## src/hdl/sqtu_pkg.sv

```systemverilog
// ----------------------------------------------------------------------------
// sqtu_pkg: shared types and constants of the SARSA table update core
// Table geometry, register codes, the control word of the microcoded
// sequencer and the status that the datapath returns to it.
// ----------------------------------------------------------------------------
package sqtu_pkg;

	// Table geometry
	localparam int GRID_SIDE    = 8;
	localparam int ACTION_COUNT = 5;
	localparam int TABLE_DEPTH  = GRID_SIDE * GRID_SIDE * ACTION_COUNT;
	localparam int ADDR_W       = $clog2(TABLE_DEPTH);
	localparam int ROW_W        = $clog2(GRID_SIDE);

	// Field widths
	localparam int COORD_W  = 3;
	localparam int ACT_W    = 3;
	localparam int REWARD_W = 16;
	localparam int VALUE_W  = 32;
	localparam int FRAC_W   = 16;

	// Configuration port
	localparam int CFG_IDX_W  = 2;
	localparam int CFG_DATA_W = 16;
	localparam logic [CFG_IDX_W-1:0] CFG_LEARN_RATE = CFG_IDX_W'(0);
	localparam logic [CFG_IDX_W-1:0] CFG_DISCOUNT   = CFG_IDX_W'(1);
	localparam logic [FRAC_W-1:0] LEARN_RATE_RST = FRAC_W'(6554);
	localparam logic [FRAC_W-1:0] DISCOUNT_RST   = FRAC_W'(58982);

	// Microcode program counter
	localparam int UPC_W = 4;

	typedef enum logic [1:0] {
		COND_NONE,
		COND_CLR_MORE,
		COND_NO_INPUT,
		COND_OUT_BUSY
	} cond_t;

	typedef enum logic [1:0] {
		ASEL_CLR,
		ASEL_NEXT,
		ASEL_CUR,
		ASEL_CELL
	} asel_t;

	typedef enum logic [2:0] {
		OP_NONE,
		OP_LD_QN,
		OP_LD_Q_MUL_G,
		OP_TD,
		OP_MUL_A,
		OP_NEWVAL,
		OP_CMP_INIT,
		OP_CMP
	} op_t;

	// One control word per microstep
	typedef struct packed {
		cond_t             cond;     // hold the step while true
		logic              jump;     // otherwise go to target instead of the next step
		logic [UPC_W-1:0]  target;
		logic              in_rdy;
		logic              out_ld;
		logic              mem_rd;
		logic              mem_we;
		asel_t             asel;
		logic [ACT_W-1:0]  act_off;
		op_t               op;
	} ucode_t;

	typedef struct packed {
		logic clr_more;
		logic out_busy;
	} dp_stat_t;

endpackage

```

## src/hdl/sqtu_useq.sv

```systemverilog
// ----------------------------------------------------------------------------
// sqtu_useq: microcode sequencer
// Step counter, read-only control program and the hold/jump logic.
// ----------------------------------------------------------------------------
module sqtu_useq (
	input  logic               clk,
	input  logic               arst_n,
	input  logic               in_valid,
	input  sqtu_pkg::dp_stat_t stat,
	output sqtu_pkg::ucode_t   ctrl
);

	localparam logic [sqtu_pkg::UPC_W-1:0] UPC_CLR      = sqtu_pkg::UPC_W'(0);
	localparam logic [sqtu_pkg::UPC_W-1:0] UPC_IDLE     = sqtu_pkg::UPC_W'(1);
	localparam logic [sqtu_pkg::UPC_W-1:0] UPC_RD_NEXT  = sqtu_pkg::UPC_W'(2);
	localparam logic [sqtu_pkg::UPC_W-1:0] UPC_RD_CUR   = sqtu_pkg::UPC_W'(3);
	localparam logic [sqtu_pkg::UPC_W-1:0] UPC_MUL_G    = sqtu_pkg::UPC_W'(4);
	localparam logic [sqtu_pkg::UPC_W-1:0] UPC_TD       = sqtu_pkg::UPC_W'(5);
	localparam logic [sqtu_pkg::UPC_W-1:0] UPC_MUL_A    = sqtu_pkg::UPC_W'(6);
	localparam logic [sqtu_pkg::UPC_W-1:0] UPC_NEWVAL   = sqtu_pkg::UPC_W'(7);
	localparam logic [sqtu_pkg::UPC_W-1:0] UPC_WRITE    = sqtu_pkg::UPC_W'(8);
	localparam logic [sqtu_pkg::UPC_W-1:0] UPC_RD_A0    = sqtu_pkg::UPC_W'(9);
	localparam logic [sqtu_pkg::UPC_W-1:0] UPC_RD_A1    = sqtu_pkg::UPC_W'(10);
	localparam logic [sqtu_pkg::UPC_W-1:0] UPC_RD_A2    = sqtu_pkg::UPC_W'(11);
	localparam logic [sqtu_pkg::UPC_W-1:0] UPC_RD_A3    = sqtu_pkg::UPC_W'(12);
	localparam logic [sqtu_pkg::UPC_W-1:0] UPC_RD_A4    = sqtu_pkg::UPC_W'(13);
	localparam logic [sqtu_pkg::UPC_W-1:0] UPC_CMP_LAST = sqtu_pkg::UPC_W'(14);
	localparam logic [sqtu_pkg::UPC_W-1:0] UPC_OUT      = sqtu_pkg::UPC_W'(15);

	logic [sqtu_pkg::UPC_W-1:0] upc_q;
	logic                       cond_hit;

	// Control program
	always_comb begin
		ctrl = '0;
		case (upc_q)
			UPC_CLR: begin
				ctrl.cond   = sqtu_pkg::COND_CLR_MORE;
				ctrl.mem_we = 1'b1;
				ctrl.asel   = sqtu_pkg::ASEL_CLR;
			end
			UPC_IDLE: begin
				ctrl.cond   = sqtu_pkg::COND_NO_INPUT;
				ctrl.in_rdy = 1'b1;
			end
			UPC_RD_NEXT: begin
				ctrl.mem_rd = 1'b1;
				ctrl.asel   = sqtu_pkg::ASEL_NEXT;
			end
			UPC_RD_CUR: begin
				ctrl.mem_rd = 1'b1;
				ctrl.asel   = sqtu_pkg::ASEL_CUR;
				ctrl.op     = sqtu_pkg::OP_LD_QN;
			end
			UPC_MUL_G:  ctrl.op = sqtu_pkg::OP_LD_Q_MUL_G;
			UPC_TD:     ctrl.op = sqtu_pkg::OP_TD;
			UPC_MUL_A:  ctrl.op = sqtu_pkg::OP_MUL_A;
			UPC_NEWVAL: ctrl.op = sqtu_pkg::OP_NEWVAL;
			UPC_WRITE: begin
				ctrl.mem_we = 1'b1;
				ctrl.asel   = sqtu_pkg::ASEL_CUR;
			end
			UPC_RD_A0: begin
				ctrl.mem_rd  = 1'b1;
				ctrl.asel    = sqtu_pkg::ASEL_CELL;
				ctrl.act_off = sqtu_pkg::ACT_W'(0);
			end
			UPC_RD_A1: begin
				ctrl.mem_rd  = 1'b1;
				ctrl.asel    = sqtu_pkg::ASEL_CELL;
				ctrl.act_off = sqtu_pkg::ACT_W'(1);
				ctrl.op      = sqtu_pkg::OP_CMP_INIT;
			end
			UPC_RD_A2: begin
				ctrl.mem_rd  = 1'b1;
				ctrl.asel    = sqtu_pkg::ASEL_CELL;
				ctrl.act_off = sqtu_pkg::ACT_W'(2);
				ctrl.op      = sqtu_pkg::OP_CMP;
			end
			UPC_RD_A3: begin
				ctrl.mem_rd  = 1'b1;
				ctrl.asel    = sqtu_pkg::ASEL_CELL;
				ctrl.act_off = sqtu_pkg::ACT_W'(3);
				ctrl.op      = sqtu_pkg::OP_CMP;
			end
			UPC_RD_A4: begin
				ctrl.mem_rd  = 1'b1;
				ctrl.asel    = sqtu_pkg::ASEL_CELL;
				ctrl.act_off = sqtu_pkg::ACT_W'(4);
				ctrl.op      = sqtu_pkg::OP_CMP;
			end
			UPC_CMP_LAST: ctrl.op = sqtu_pkg::OP_CMP;
			UPC_OUT: begin
				ctrl.cond   = sqtu_pkg::COND_OUT_BUSY;
				ctrl.out_ld = 1'b1;
				ctrl.jump   = 1'b1;
				ctrl.target = UPC_IDLE;
			end
			default: begin
				ctrl.jump   = 1'b1;
				ctrl.target = UPC_IDLE;
			end
		endcase
	end

	always_comb begin
		case (ctrl.cond)
			sqtu_pkg::COND_NONE:     cond_hit = 1'b0;
			sqtu_pkg::COND_CLR_MORE: cond_hit = stat.clr_more;
			sqtu_pkg::COND_NO_INPUT: cond_hit = !in_valid;
			sqtu_pkg::COND_OUT_BUSY: cond_hit = stat.out_busy;
			default:                 cond_hit = 1'b0;
		endcase
	end

	always_ff @(posedge clk or negedge arst_n) begin
		if (!arst_n) begin
			upc_q <= UPC_CLR;
		end else if (cond_hit) begin
			upc_q <= upc_q;
		end else if (ctrl.jump) begin
			upc_q <= ctrl.target;
		end else begin
			upc_q <= upc_q + sqtu_pkg::UPC_W'(1);
		end
	end

endmodule

```

## config.mk

```make
export PLATFORM = sky130hd
export DESIGN_NAME = sqtu_useq
export DESIGN_NICKNAME = d
export VERILOG_FILES = /design/src/hdl/sqtu_pkg.sv /design/src/hdl/sqtu_useq.sv
export SDC_FILE = /design/constraint.sdc
export NUM_CORES = 1
export LEC_CHECK = 0
export ABC_AREA = 1
export BUFFER_PORTS_ARGS = -buffer_cell sky130_fd_sc_hd__buf_2
export CAP_MARGIN = 20
export CORE_UTILIZATION = 46
export CTS_CLUSTER_SIZE = 25
export DETAILED_ROUTE_END_ITERATION = 7
export GPL_ROUTABILITY_DRIVEN = 1
export PLACE_DENSITY = 0.88
export SYNTH_ARGS = -nofsm -noshare
export SYNTH_HDL_FRONTEND = slang
export SYNTH_SLANG_ARGS = --single-unit
```

## constraint.sdc

```tcl
create_clock -name clk -period 1.7 [get_ports clk]
set_input_delay 0.17 -clock clk [delete_from_list [all_inputs] [get_ports clk]]
set_output_delay 0.17 -clock clk [all_outputs]
set_load 0.1 [all_outputs]
```

==> run summary, run 1 <==
The number of port buffers came out at 20. The proportion of synthesized chip area in sequential cells is 16.67%. CTS saw 4 sinks. The number of cell rows was 12; the count of cells resized by post-cts repair was 16. For the gate count after technology mapping, the log shows 82. After synthesis the cells add up to 600.6 um2. For the number of H-tree branching levels, the log shows 1.

After synthesis, the mean cell area works out to 7.324 um2. Including well taps, the total number of placed cells is 118. The first error in the log reads "[ERROR DPL-0033] detailed placement checks failed during check placement". TritonCTS created 3 clock buffers. In this run the count of I/O pins placed on the die edge is 24.

Routability-driven placement finished with a final weighted congestion of 0.7575. Counting along the longest clock path gives a buffer depth of 2. The post-CTS setup repair buffer count came out at 9. The synthesized design contains 4 register bits. The flow did not finish. The run gives 51.95% as the initial core utilization. The die is 38.14 um wide. In this run, distinct cell masters in the synthesized netlist total 26. After legalization and detailed placement, the total HPWL measured 1.457 mm.

The tree is rooted in a sky130_fd_sc_hd__clkbuf_4. The total of hold buffers inserted after clock tree synthesis is 1. Progress stopped at clock tree synthesis (4_1_cts). Yosys printed 0 warnings. The die is 38.14 um tall.
[stage by stage]
step                setup WS [ps]  util, %  area [um2]  TNS, ps  hold WS, ps
floorplan                  -709.6        -       658.1    -4268       -125.6
global placement            78.52    86.58        1001        0       -26.85
detailed placement         -44.66    86.58        1001   -95.08       -24.50
[cells by family after synthesis]
kind of cell | synth area share (%)
flip-flops | 16.67
XOR/XNOR | 1.459
other | 0.6244
adder cells (fa/ha/maj) | 8.334
AO/OA/AOI/OAI | 10.83
buffers and inverters | 17.71
AND/OR/NAND/NOR | 44.38
[synth_stat cells, drive strengths merged]
master,count,area share [%]
inv,11,7.7
o21ai,5,6.0
nand2,23,19
xor2,1,1.5
nand3,16,19
nor2,5,4.8
o211ai,1,1.3
buf,7,10
nand4,1,1.0
ha,4,8.3
a21oi,2,2.3
dfrtp,4,17
o31ai,1,1.3
conb,1,0.62
==> run 2, diff against run 1 <==
--- a/config.mk
+++ b/config.mk
@@ -8,11 +8,11 @@
 export ABC_AREA = 1
 export BUFFER_PORTS_ARGS = -buffer_cell sky130_fd_sc_hd__buf_2
 export CAP_MARGIN = 20
-export CORE_UTILIZATION = 46
-export CTS_CLUSTER_SIZE = 25
+export CORE_AREA = 2 2 63 65
 export DETAILED_ROUTE_END_ITERATION = 7
+export DIE_AREA = 0 0 65 67
 export GPL_ROUTABILITY_DRIVEN = 1
-export PLACE_DENSITY = 0.88
+export PLACE_DENSITY_LB_ADDON = 0.15
 export SYNTH_ARGS = -nofsm -noshare
 export SYNTH_HDL_FRONTEND = slang
 export SYNTH_SLANG_ARGS = --single-unit
==> run 2 against run 1 <==
Compared with the run above: the flow now finishes, with violations (negative setup slack); synthesized cell count unchanged; area after synthesis unchanged.
==> run summary, run 2 <==
Of the post-synthesis cell area, the dominant cell type holds 16.67%. In the routed design, unresolved DRC markers number 0. The logs give 0 for the number of antenna violations at the first check in global routing and 210 ps for the clock insertion delay at the later pin of the skew report. The number of hold-slack violations in the final timing report came out at 0. Leaving out fill and tap cells, the most frequent cell in the layout is sky130_fd_sc_hd__buf_4.

24 I/O pins were placed. After detailed routing, the number of vias per cell comes to 3.912. The run gives 4 as the final-report setup violation count. The first-pass detailed-route iteration total was 3; the final setup TNS was -184.2 ps. The largest registers in the layout are upc_q x4.

After synthesis, the most frequently instantiated cells are sky130_fd_sc_hd__nand2_1 (17), sky130_fd_sc_hd__nand3_1 (12), sky130_fd_sc_hd__inv_1 (9), sky130_fd_sc_hd__buf_4 (5). In this run the clock root is driven by a sky130_fd_sc_hd__clkbuf_8. For this run, the post-layout net count is 134.

The total routing resource utilization after global routing is 8.984%, and the placed wire-length estimate after detailed placement is 1.358 mm. Across the whole layout, storage elements account for 102.6 um2. For the worst setup path, the data arrival time is 1590 ps. After detailed routing, the wire length on met1 is 755 um. The number of port buffers is 20, and the footprint of the multi-input gates is 516.7 um2.

The max-capacitance violation count was 0. The post-synthesis sequential element count is 4, and the clock net sink count is 4. Counting along the longest clock path gives a buffer depth of 2. For this block, the initial DRC count from the detailed router was 11. TritonCTS built the clock tree. Critical path start-end classification: reg -> out. The fmax is 0.5696 GHz. The number of library cell types mapped by synthesis came out at 26. Number of slew-limit violations in the final report: 0.

Setup repair after global routing could not meet its margin everywhere. The data required time of the worst path was 1530 ps. In this run the register-to-register setup slack is 130 ps. Synthesis handed over a netlist of 82 instances.

Clock-pin slew was measured on the worst setup and hold paths at 30 ps. The checks that failed: negative setup slack. The library cell appearing most often on the critical path is sky130_fd_sc_hd__nand3_2. The via count of the first global-routing pass came out at 702. Wires add up to 1.724 mm. The tools report the number of H-tree branching levels as 1. The largest net degree at the start of global routing was 11; the worst-case setup margin in the final layout was -55.73 ps. Summed over all nets, wire length on met3 after detailed routing comes to 87 um. Across the routed clock network, the largest skew measured is 1.991 ps. Summed instance area of the synthesized netlist: 600.6 um2.

The dominant synthesized flop cell was sky130_fd_sc_hd__dfrtp_1. The count of flip-flops with a built-in enable after synthesis works out to 0. The run gives 669 as the number of vias in the routed layout.

The tools report the sort of element at the start of the critical path as a flip-flop. The run gives 4355 um2 as the overall die area. The final critical delay including setup and external delays was 1756 ps; the proportion of synthesized flip-flops having asynchronous set or reset was 100.0%.

In this run the mean area of a mapped cell was 7.324 um2. The flow ran to the end, but the final reports show violations. The fraction of layout cells with a size suffix above 1 is 69.92%, and the placeable core region is 3606 um2. The die width is 65 um. Number of flip-flops in the largest register: 4. The startpoint identified for the worst register-to-register timing path is upc_q[1].

The Yosys step of the flow raised 0 warnings. The critical path capture point type was an output pin. For the number of antenna diodes, the log shows 0. The tools report the post-route antenna net violation count as 0. On the critical path, the stage with the largest delay is an instance of sky130_fd_sc_hd__dfrtp_2. The total overflow left after global routing is 0. The min-delay analysis places its worst path in the category in -> async. The start point of the critical path was upc_q[1]. The die is 67 um tall.

The first global-routing pass estimated 3.160 mm of wire. Along the worst path, the maximum fanout reaches 4. The longest individual stage delay on the worst path was 430 ps. The endpoint identified for the worst register-to-register timing path is upc_q[2]. In the final routed layout, each cell accounts on average for 10.08 um. Yosys attributes the largest share of cell area to sky130_fd_sc_hd__dfrtp_1 (17%), sky130_fd_sc_hd__nand2_1 (11%), sky130_fd_sc_hd__nand3_1 (10%).

Row generation in the floorplan step produced 22 rows. The library cells used most frequently in the layout, excluding fill and tap cells, are sky130_fd_sc_hd__buf_4 (20), sky130_fd_sc_hd__buf_12 (17), sky130_fd_sc_hd__nand2_1 (13), sky130_fd_sc_hd__nand3_2 (9), sky130_fd_sc_hd__nand2_4 (6). sky130_fd_sc_hd__nand2_1 is the most common cell in the netlist. Counting flops per register, the top entry is upc_q.

The signal on the critical path passes through inv_4 -> ha_4 -> inv_6 -> nor2_4 -> inv_2 -> nand3_2 -> a21oi_4 -> nand3_2 -> buf_12. The run gives 0.8452 as the weighted congestion reported at the end of routability-driven placement. Routed signal wires occupy layers up through met3. The layout has 372 filler cells. The share of the Yosys chip area taken by registers is 16.67%. The final critical path takes up 103.3% of the cycle. Once the floorplan was initialized, standard cells occupied 16.66% of the core. The post-synthesis cell type with the largest combined area was sky130_fd_sc_hd__dfrtp_1. Summed over all nets, wire length on met2 after detailed routing comes to 882 um. TritonCTS created 3 clock buffers. The number of cells on the worst reg-to-reg path was 9; the area growth from synthesis to layout was 118.1%.
-- run 2: cell counts after synthesis --
No cell type changed its count.
-- run 2: worst max path at each step --
| stage | to | slack (ps) | cells past startpoint |
|---|---|---|---|
| after floorplan | ctrl[6] | -710 | 8 |
| after global placement | ctrl[2] | 40 | 7 |
| after detailed placement | ctrl[1] | -30 | 7 |
| after CTS | ctrl[1] | -60 | 9 |
| after global routing | ctrl[2] | -140 | 9 |
| final | ctrl[1] | -60 | 9 |
-- run 2: logic make-up (layout without fill, tap and decap cells) --
kind of cell	Yosys count	count (layout)	synth area share, %
AOI/OAI and AO/OA	9	9	10.83
xor gates and xnor gates	1	1	1.459
adders and majority gates	4	4	8.334
buffers and inverters	18	57	17.71
DFF	4	4	16.67
other	1	3	0.6244
and+or+nand+nor	45	45	44.38
-- run 2: area by class of cell --
type	instances	area share (%)
repair buffers	43	40.59
multi-input cells	62	39.45
flip-flops and latches	4	7.832
well taps	48	4.585
inverters	11	4.393
clock buffers	3	3.152
-- run 2: timing repair --
item / CTS / global route
endpoints found under the hold margin: 4 / 0
setup buffers: 9 / 3
pin swaps: 8 / 4
setup endpoints to repair: 12 / 13
gates resized for setup: 23 / 4
hold buffers: 1 / 0
-- run 2: per-stage QoR --
step           worst slack (ps)  hold WS (ps)  area [um2]  util, %  instances
6_report                 -55.73         302.7        1310    36.33        171
4_1_cts                  -55.14         281.2        1277    35.43        168
5_1_grt                  -144.3         304.6        1310    36.33        171
2_1_floorplan            -709.6        -125.6       658.1        -         84
3_3_place_gp              37.74        -22.61        1066    29.56        155
3_5_place_dp             -31.21        -22.88        1066    29.56        155
-- run 2: metal layers --
layer,track usage (%),vias to the layer above
met2,15.46,15
met3,2.196,0
met1,11.73,312
li1,-,342
met4,0.7979,0
met5,0,-
-- run 2: worst max-delay path: cells and delay by family (launching register included) --
kind            cells  cell delay, ps
compound gates      1             170
buf+inv             4             360
simple gates        3             230
flops               1             430
fa+ha+maj           1             170
Power of run 2 is left out: the tool's default activity adds up to more than one toggle a clock period on the data nets, which glitch-free logic cannot reach.
